==> config.mk <==
export PLATFORM = sky130hd
export DESIGN_NAME = brbf_front
export DESIGN_NICKNAME = d
export VERILOG_FILES = /design/src/rtl/brbf_pkg.sv /design/src/rtl/brbf_front.sv
export SDC_FILE = /design/constraint.sdc
export NUM_CORES = 1
export LEC_CHECK = 0
export ABC_CLOCK_PERIOD_IN_PS = 2800
export BUFFER_PORTS_ARGS = -buffer_cell sky130_fd_sc_hd__buf_4
export CAP_MARGIN = 15
export CORE_MARGIN = 1.5
export CORE_UTILIZATION = 30
export DETAILED_ROUTE_END_ITERATION = 16
export GPL_TIMING_DRIVEN = 0
export SYNTH_ARGS = -nofsm -noshare
export SYNTH_HDL_FRONTEND = slang
export SYNTH_SLANG_ARGS = --single-unit
export TNS_END_PERCENT = 1
==> constraint.sdc <==
create_clock -name clk -period 2.8 [get_ports clk]
set_input_delay 0.84 -clock clk [delete_from_list [all_inputs] [get_ports clk]]
set_output_delay 0.84 -clock clk [all_outputs]
set_load 0.01 [all_outputs]
==> src/rtl/brbf_pkg.sv <==
// ----------------------------------------------------------------------------
// brbf_pkg - shared definitions for the byte ring buffer FIFO
// Store geometry, operation and status codes, and the request record that
// travels from the front end through the request queue to the back end.
// ----------------------------------------------------------------------------
`default_nettype none

package brbf_pkg;

  // Store geometry; the depth is a power of two so pointers wrap by themselves
  localparam int DEPTH    = 4096;
  localparam int AW       = $clog2(DEPTH);
  localparam int FW       = AW + 1;
  localparam int MAX_READ = 64;

  // Field widths of the streams
  localparam int OPW  = 2;
  localparam int BW   = 8;
  localparam int RCW  = 7;
  localparam int DCW  = 16;
  localparam int STW  = 2;

  // Packed stream widths
  localparam int IN_TDATA_W  = 32;
  localparam int IN_TUSER_W  = OPW;
  localparam int OUT_TDATA_W = 24;
  localparam int OUT_TUSER_W = STW + 1;

  // Request queue between front and back end
  localparam int QDEPTH = 2;
  localparam int QAW    = $clog2(QDEPTH);
  localparam int QCW    = $clog2(QDEPTH + 1);

  // Operation codes on the input stream
  localparam logic [OPW-1:0] OP_WRITE   = 2'd0;
  localparam logic [OPW-1:0] OP_READ    = 2'd1;
  localparam logic [OPW-1:0] OP_DISCARD = 2'd2;
  localparam logic [OPW-1:0] OP_NONE    = 2'd3;

  // Result status codes
  typedef enum logic [STW-1:0] {
    ST_OK    = 2'd0,
    ST_FULL  = 2'd1,
    ST_SHORT = 2'd2,
    ST_EMPTY = 2'd3
  } status_t;

  // Classified request kind
  typedef enum logic [1:0] {
    K_WRITE,
    K_READ,
    K_DISCARD,
    K_NOP
  } cmd_kind_t;

  // Back end sequencer states
  typedef enum logic {
    BK_IDLE,
    BK_READ
  } back_state_t;

  // One classified request
  typedef struct packed {
    cmd_kind_t            kind;
    logic [BW-1:0]        wdata;
    logic [RCW-1:0]       count;   // read count, already limited to MAX_READ
    logic [DCW-1:0]       dcount;
  } cmd_t;

endpackage

`default_nettype wire

==> src/rtl/brbf_front.sv <==
// ----------------------------------------------------------------------------
// brbf_front - request intake and classification
// Decodes the operation, limits the read count to MAX_READ and holds
// classified requests in a two-entry queue for the back end.
// ----------------------------------------------------------------------------
`default_nettype none

module brbf_front (
  input  wire logic                              clk,
  input  wire logic                              rst_n,
  input  wire logic                              in_tvalid,
  output logic                                   in_tready,
  input  wire logic [brbf_pkg::IN_TDATA_W-1:0]   in_tdata,
  input  wire logic [brbf_pkg::IN_TUSER_W-1:0]   in_tuser,
  output logic                                   cmd_valid,
  input  wire logic                              cmd_ready,
  output brbf_pkg::cmd_t                         cmd
);

  brbf_pkg::cmd_t               cmd_in;
  logic [brbf_pkg::RCW-1:0]     rcount;
  brbf_pkg::cmd_t               q_r [brbf_pkg::QDEPTH];
  logic [brbf_pkg::QAW-1:0]     wr_ptr_r, wr_ptr_nxt;
  logic [brbf_pkg::QAW-1:0]     rd_ptr_r, rd_ptr_nxt;
  logic [brbf_pkg::QCW-1:0]     cnt_r, cnt_nxt;
  logic                         push, pop;

  // Classify the incoming request
  always_comb begin
    rcount = in_tdata[14:8];
    if (rcount > brbf_pkg::RCW'(brbf_pkg::MAX_READ)) begin
      rcount = brbf_pkg::RCW'(brbf_pkg::MAX_READ);
    end
    cmd_in.wdata  = in_tdata[7:0];
    cmd_in.count  = rcount;
    cmd_in.dcount = in_tdata[30:15];
    unique case (in_tuser)
      brbf_pkg::OP_WRITE:   cmd_in.kind = brbf_pkg::K_WRITE;
      brbf_pkg::OP_READ:    cmd_in.kind = brbf_pkg::K_READ;
      brbf_pkg::OP_DISCARD: cmd_in.kind = brbf_pkg::K_DISCARD;
      default:              cmd_in.kind = brbf_pkg::K_NOP;
    endcase
  end

  // Queue handshakes
  assign in_tready = (cnt_r != brbf_pkg::QCW'(brbf_pkg::QDEPTH));
  assign cmd_valid = (cnt_r != '0);
  assign cmd       = q_r[rd_ptr_r];
  assign push      = in_tvalid && in_tready;
  assign pop       = cmd_valid && cmd_ready;

  // Advance pointers and count
  always_comb begin
    wr_ptr_nxt = push ? wr_ptr_r + 1'b1 : wr_ptr_r;
    rd_ptr_nxt = pop  ? rd_ptr_r + 1'b1 : rd_ptr_r;
    cnt_nxt    = cnt_r;
    if (push && !pop) begin
      cnt_nxt = cnt_r + 1'b1;
    end else if (pop && !push) begin
      cnt_nxt = cnt_r - 1'b1;
    end
  end

  always_ff @(posedge clk) begin
    if (!rst_n) begin
      wr_ptr_r <= '0;
      rd_ptr_r <= '0;
      cnt_r    <= '0;
    end else begin
      wr_ptr_r <= wr_ptr_nxt;
      rd_ptr_r <= rd_ptr_nxt;
      cnt_r    <= cnt_nxt;
    end
  end

  // Store request payload
  always_ff @(posedge clk) begin
    if (push) begin
      q_r[wr_ptr_r] <= cmd_in;
    end
  end

endmodule

`default_nettype wire

==> results.md, run 1 <==
* Status: finished, final reports clean
* Post-Syn Area per Cell at 19.6 µm²
* Root Buffer Master: clkbuf_8
* Initial Util at 0.307
* Number of inserted diodes at 0
* Vias in the first global route at 1505
* R2R cell count at 2
* CTS Sinks at 71
* Yosys warns at 0
* Die Height at 97.3 µm
* CP Launch Type: flip-flop
* Post-synthesis net count at 175
* Hold WS at 0.559 ns
* Vias at 1398
* DRC at 0
* Pre-CTS setup slack at 0.679 ns
* Worst slew pin tran at 0.848 ns
* Crit path DAT at 1.60 ns
* M2 GR Usage at 0.173
* # nets final at 255
* Sum Neg Setup Slack at 0 ns
* Final instance area at 0.00352 mm²
* Pwr per Cell Area at 859 mW/mm²
* GR peak layer: met2
* Post-Syn Instances at 136
* Worst endpoint required time at 1.96 ns
* Leakage at 1.30 nW
* Yosys reg bits at 71
* Worst R2R Setup Slack at 1.06 ns
* Reg clk slew, reported paths at 0.07 ns
* Post-Route WL at 4680 µm
* TritonRoute pass-1 iters at 3
* Max Root-Sink Buffers at 2
* Port Buf Inserts at 69
* Global-route wire length before repair at 7340 µm
* WS Path Type: reg2out
* FP Rows at 34
* VDD IR max at 0.000399 V
* Synth cell types at 21
* FMAX at 410 MHz
* Share of layout cells above drive strength 1 at 0.575
* CTS Hold Bufs at 0
* Final hold violations at 0
* Routability Congestion at 0.653
* Met3 Track Usage GR at 0.0417
* Synthesized area at 0.00267 mm²
* Final setup fails at 0
* DPL Wire Length at 2950 µm
* P&R area growth vs syn at 32.0%
* Setup WS post-layout at 0.363 ns
* Vias per std cell at 4.25
* IO Count at 73
* Core area at 0.00868 mm²
* Largest net degree at the start of global routing at 34
* CTS buffer count at 9
* Die W at 97.3 µm
* Clk_lat worst skew at 0.34 ns
* Cts repair resizes at 0
* Final Cycle Share at 0.870
* CTS tree: built
* Met1 usage at 0.118
* Routed Antenna Nets at 0
* Tot Pwr at 0.00302 W
* Initial drt markers at 37
* Final worst path period need at 2.44 ns
* Grt ovf at 0
* Placed cell areas at 0.00332 mm²
* Routed WL per cell at 14.2 µm
* Total track usage at 0.105
* Max cap viols at 0
* Die Area at 0.00946 mm²
* Htree depth at 3
* Worst Clk Skew at 0.00902 ns
* Max transition margin at 0.434
* Seq/Total Area, Yosys at 0.781
* Setup crit end kind: output pin
* Largest fanout on the critical path at 10
* Worst Hold Depth at 2
* RSZ-0062 raised after global routing: false
* Initial antenna violation count at 0
* Hold WC Path Type: reg2reg
* Postcts setup bufs at 0
* Max Transition Viols Final at 0
[state kept, by name (all words and copies together) (netlist names), named ones only]
register  cells
rd_ptr_r      1
cnt_r         2
wr_ptr_r      1
q_r          66
[cell families (layout without fill, tap and decap cells)]
family | after synthesis | count (layout) | synth area share
xor gates and xnor gates | 3 | 3 | 0.00986
adders and majority gates | 1 | 1 | 0.00469
AOI/OAI and AO/OA | 5 | 5 | 0.0131
muxes | 33 | 33 | 0.139
buffers and inverters | 8 | 93 | 0.0131
DFF | 71 | 71 | 0.781
and+or+nand+nor | 15 | 15 | 0.0385
[cell type report]
class | instances | area (µm²)
tap | 108 | 135
multi-input combinational | 57 | 549
clock buffer | 9 | 124
buffer | 7 | 31.3
fill | 835 | 5160
inverter | 1 | 3.75
sequential | 71 | 2080
clock inverter | 7 | 73.8
timing repair buffer | 69 | 518
[Yosys cell counts]
master	n	area share
edfxtp_1	66	0.74
mux2_2	33	0.14
nor2b_1	6	0.014
dfxtp_1	5	0.038
and2_1	4	0.0094
buf_2	4	0.0075
clkbuf_1	3	0.0042
xnor2_1	2	0.0066
a21bo_2	1	0.0038
a21boi_0	1	0.0028
a21boi_1	1	0.0028
and3_1	1	0.0023
ha_1	1	0.0047
inv_1	1	0.0014
nand2b_4	1	0.0052
nand3b_1	1	0.0028
o21ai_0	1	0.0019
o21ai_1	1	0.0019
or2_2	1	0.0023
or3_1	1	0.0023
xor2_1	1	0.0033
[report_power, final]
part / internal (W) / total, W / leakage, nW / switching [W]
registers: 0.00133 / 0.00138 / 0.660 / 0.0000448
clock network: 0.000410 / 0.000803 / 0.0875 / 0.000392
logic: 0.000459 / 0.000842 / 0.552 / 0.000384
total: 0.00220 / 0.00302 / 1.30 / 0.000821
[layer usage]
metal	vias up	part of all wire
met5	-	0
met4	0	0.014
met3	7	0.056
met2	46	0.51
met1	668	0.42
li1	677	-
[worst paths after layout]
check | from | endpoint
worst min-delay path | cnt_r[1]$_SDFFE_PN0P_ | cnt_r[1]$_SDFFE_PN0P_
worst max-delay path | flip-flop | cmd[28]
worst min register to register | cnt_r[1]$_SDFFE_PN0P_ | cnt_r[1]$_SDFFE_PN0P_
worst max register to register | cnt_r[0]$_SDFFE_PN0P_ | q_r[1][8]$_DFFE_PP_
[critical path: stages, from the launching register on]
cell	delay (ns)
dfxtp_1	0.30
buf_2	0.16
buf_2	0.28
mux2_2	0.37
buf_4	0.15
[cell usage in the layout (no fill, tap or decap), drive strengths merged, types with 2 or more instances in the layout]
| cell type | n |
|---|---|
| a21boi | 2 |
| and2 | 4 |
| buf | 73 |
| clkbuf | 12 |
| clkinv | 2 |
| clkinvlp | 4 |
| dfxtp | 5 |
| edfxtp | 66 |
| mux2 | 33 |
| nor2b | 6 |
| o21ai | 2 |
| xnor2 | 2 |
[through the flow]
step                       util  instances
after floorplan               -        136
after global placement    0.382        313
after detailed placement  0.382        313
after CTS                 0.405        329
after global routing      0.405        329
final                     0.405        329
No activity file was read; power rests on OpenSTA's default activity.
==> run 2, diff against run 1 <==
--- a/config.mk
+++ b/config.mk
@@ -5,11 +5,13 @@
 export SDC_FILE = /design/constraint.sdc
 export NUM_CORES = 1
 export LEC_CHECK = 0
+export ABC_AREA = 1
 export ABC_CLOCK_PERIOD_IN_PS = 2800
 export BUFFER_PORTS_ARGS = -buffer_cell sky130_fd_sc_hd__buf_4
 export CAP_MARGIN = 15
 export CORE_MARGIN = 1.5
 export CORE_UTILIZATION = 30
+export CTS_BUF_LIST = sky130_fd_sc_hd__clkbuf_8
 export DETAILED_ROUTE_END_ITERATION = 16
 export GPL_TIMING_DRIVEN = 0
 export SYNTH_ARGS = -nofsm -noshare
==> run 2 against run 1 <==
First-iteration DRC count shrank 24%. Clock-buffer cell count grew 3. Cell count rose by 15%. Area after synthesis is 7.2% higher. Hold slack got worse by 0.029 ns. Register-to-register slack about the same. Via count rose by 10%. Total power increased by 3.1%. Routed wire length rose by 4.6%. Design area is 7.7% higher. Clock skew fell by 0.00060 ns. Largest cell class unchanged.
==> results.md, run 2 <==
* Worst endpoint required time at 1.96 ns (about the same)
* Initial drt markers at 28 (-24%)
* Routed Antenna Nets at 0 (unchanged)
* CTS Sinks at 71 (unchanged)
* Switching portion of total power at 0.269 (-0.00240)
* Yosys warns at 0 (unchanged)
* Number of inserted diodes at 0 (unchanged)
* Reg2Reg Capture Point: q_r[1][16]$_DFFE_PP_
* Worst slew pin tran at 0.614 ns (-0.234 ns)
* Synth cell types at 16 (-24%)
* Max Transition Viols Final at 0 (unchanged)
* Max reg flops at 66 (unchanged)
* Share of layout cells above drive strength 1 at 0.496 (-0.0787)
* Worst path slowest cell: dfxtp_1
* Setup crit end kind: output pin
* Reg clk slew, reported paths at 0.06 ns (about the same)
* Final setup fails at 0 (unchanged)
* Max cap viols at 0 (unchanged)
* # placed instances at 361 (+15%)
* Clk_lat worst skew at 0.34 ns (about the same)
* Postcts setup bufs at 0 (unchanged)
* CP Launch Type: flip-flop
* Grt ovf at 0 (unchanged)
* Hold Path Origin: rd_ptr_r$_SDFFE_PN0P_
* Critical path depth at 4 (unchanged)
* CTS Hold Bufs at 0 (unchanged)
* Total track usage at 0.103 (-0.00169)
* Pint at 0.00228 W (+3.5%)
* Final core utilization at 0.410 (+0.00474)
* Largest net degree at the start of global routing at 18 (-47%)
* Final worst path period need at 2.27 ns (-0.171 ns)
* Htree depth at 3 (unchanged)
* Post-Route WL at 4890 µm (+4.6%)
* Share of power burned in combinational logic at 0.318 (+0.039)
* Non-filler cells in the finished layout at 377 (+15%)
* Vias per std cell at 4.08 (-3.9%)
* Cell family with most CP delay: buffers and inverters
* Post-Syn Instances at 161 (+18%)
* VDD IR max at 0.000339 V (-15%)
* Synthesized area at 0.00286 mm² (+7.2%)
* Leading cell type in the layout, fill and taps excluded: buf_4
* Share of the synthesized area in the top cell type at 0.694 (-0.0501)
* Number of synthesized flops with an enable pin at 66 (unchanged)
* Sum Neg Setup Slack at 0 ns (unchanged)
* Flop pwr share at 0.446 (-0.009)
* Count leader, synth: edfxtp_1
* Worst Hold Depth at 2 (unchanged)
* DPL Wire Length at 3420 µm (+16%)
* Final Cycle Share at 0.809 (-0.0611)
* IO Count at 73 (unchanged)
* Initial antenna violation count at 0 (unchanged)
* Pwr per Cell Area at 822 mW/mm² (-4.3%)
* Pre-CTS setup slack at 0.637 ns (-0.0422 ns)
* Core area at 0.00924 mm² (+6.5%)
* FMAX at 441 MHz (+7.6%)
* Yosys reg bits at 71 (unchanged)
* WS Path Type: reg2out
* Die Height at 101 µm (+3.4%)
* Cell Chain, Critical Path: buf_6 > buf_12 > mux2_4 > buf_4
* FF/Latch Area at 0.00208 mm² (unchanged)
* Vias in the first global route at 1520 (+1.0%)
* Biggest register: q_r
* DRC at 0 (unchanged)
* Sw power at 0.000839 W (+2.2%)
* RSZ-0062 raised after global routing: false
* Crit path DAT at 1.43 ns (-0.17 ns)
* Biggest regs: q_r (66), cnt_r (2)
* Die Area at 0.0101 mm² (+7.0%)
* Routability Congestion at 0.636 (-2.6%)
* Worst Clk Skew at 0.00842 ns (-0.000601 ns)
* Tot Pwr at 0.00311 W (+3.1%)
* Setup WS post-layout at 0.534 ns (+0.171 ns)
* Worst R2R Setup Slack at 1.06 ns (about the same)
* Synth top area cells: edfxtp_1, mux2_4, dfxtp_1
* Fillers at 869 (+4.1%)
* P&R area growth vs syn at 32.6%
* Die W at 101 µm (+3.4%)
* Port Buf Inserts at 69 (unchanged)
* Hold WC Path Type: reg2reg
* Routed WL per cell at 13.0 µm (-8.7%)
* FP Rows at 35 (+2.9%)
* Global-route wire length before repair at 7530 µm (+2.6%)
* Crit-path max cell delay at 0.33 ns (-0.04 ns)
* Post-synth ARST share at 0 (unchanged)
* Cts repair resizes at 0 (unchanged)
* Seq/Total Area, Yosys at 0.729 (-0.0527)
* Max transition margin at 0.589 (+0.155)
* Commonest cells post-synth: edfxtp_1, mux2_4, nor2_1
* CTS buffer count at 9 (unchanged)
* Clock power frac at 0.237 (-0.029)
* Cell type with the highest aggregate area in the netlist: edfxtp_1
* Post-Syn Area per Cell at 17.7 µm² (-9.4%)
* Root Buffer Master: clkbuf_8
* Reg2reg start: cnt_r[0]$_SDFFE_PN0P_
* Max Root-Sink Buffers at 2 (unchanged)
* Vias at 1539 (+10%)
* CTS tree: built
* Largest fanout on the critical path at 10 (unchanged)
* Most frequent cells in the layout: buf_4, edfxtp_1, mux2_4
* Status: finished, final reports clean
* CP bufs+invs at 3 (unchanged)
* # nets final at 282 (+11%)
* Leakage at 1.53 nW (+18%)
* TritonRoute pass-1 iters at 4 (+1)
* Initial Util at 0.309 (+0.00218)
* Most used DFF post-synth: edfxtp_1
* Post-synthesis net count at 200 (+14%)
* Area occupied by multi-input gates at 652 µm² (+19%)
* Final hold violations at 0 (unchanged)
* R2R cell count at 5 (+3)
## run 2: cell count changes after synthesis, moves of 6 or more
cell and change:
mux2_2 -30, mux2_4 +30, nor2_1 +17, inv_1 +14, nand2_1 +10, nor2b_1 -6
## run 2: per-stage QoR
stage          hold slack [ns]  area (µm²)
2_1_floorplan            0.467        2860
3_3_place_gp             0.482        3540
3_5_place_dp             0.519        3610
4_1_cts                  0.536        3790
5_1_grt                  0.585        3790
6_report                 0.529        3790
## run 2: area by class of cell
class,count,share of cell area
timing repair buffer,71,0.151
clock inverter,4,0.00429
sequential,71,0.550
clock buffer,12,0.0436
inverter,15,0.0149
tap,129,0.0426
multi-input combinational,68,0.172
buffer,7,0.0218
## run 2: cell families (layout without fill, tap and decap cells)
group,count (synthesis),in the layout,synth area share
flip-flops,71,71,0.729
multiplexers,33,33,0.169
AND/OR/NAND/NOR,30,30,0.0412
buffers and inverters,22,109,0.0486
AO/OA/AOI/OAI,4,4,0.00788
adder cells (fa/ha/maj),1,1,0.00438
## run 2: per-layer routing
| metal | routed length, µm | up-vias | GRT usage | share of wire |
|---|---|---|---|---|
| li1 | - | 743 | - | - |
| met1 | 2120 | 738 | 0.122 | 0.43 |
| met2 | 2410 | 50 | 0.162 | 0.49 |
| met3 | 279 | 8 | 0.0430 | 0.057 |
| met4 | 91 | 0 | 0.0488 | 0.019 |
| met5 | 0 | - | 0 | 0 |
## run 2: worst max path at each step
stage                                endpoint
after CTS                             cmd[21]
final                                 cmd[18]
after detailed placement  q_r[1][5]$_DFFE_PP_
after global placement    q_r[1][4]$_DFFE_PP_
after global routing                  cmd[18]
after floorplan           q_r[0][0]$_DFFE_PP_
## run 2: worst reg2reg max path: stages, from the launching register on
cell and delay [ns]:
dfxtp_1 0.35, inv_1 0.09, nand2_1 0.09, nand2_1 0.15, nor2_4 0.52, buf_16 0.24
## run 2: power by group through the flow
stage / clock network, W / registers [W] / logic (W)
global placement: 0 / 0.00142 / 0.000951
detailed placement: 0 / 0.00141 / 0.00101
global route: 0.000815 / 0.00140 / 0.00108
floorplan: 0 / 0.00141 / 0.000598
finish: 0.000737 / 0.00139 / 0.000989
CTS: 0.000765 / 0.00139 / 0.00101
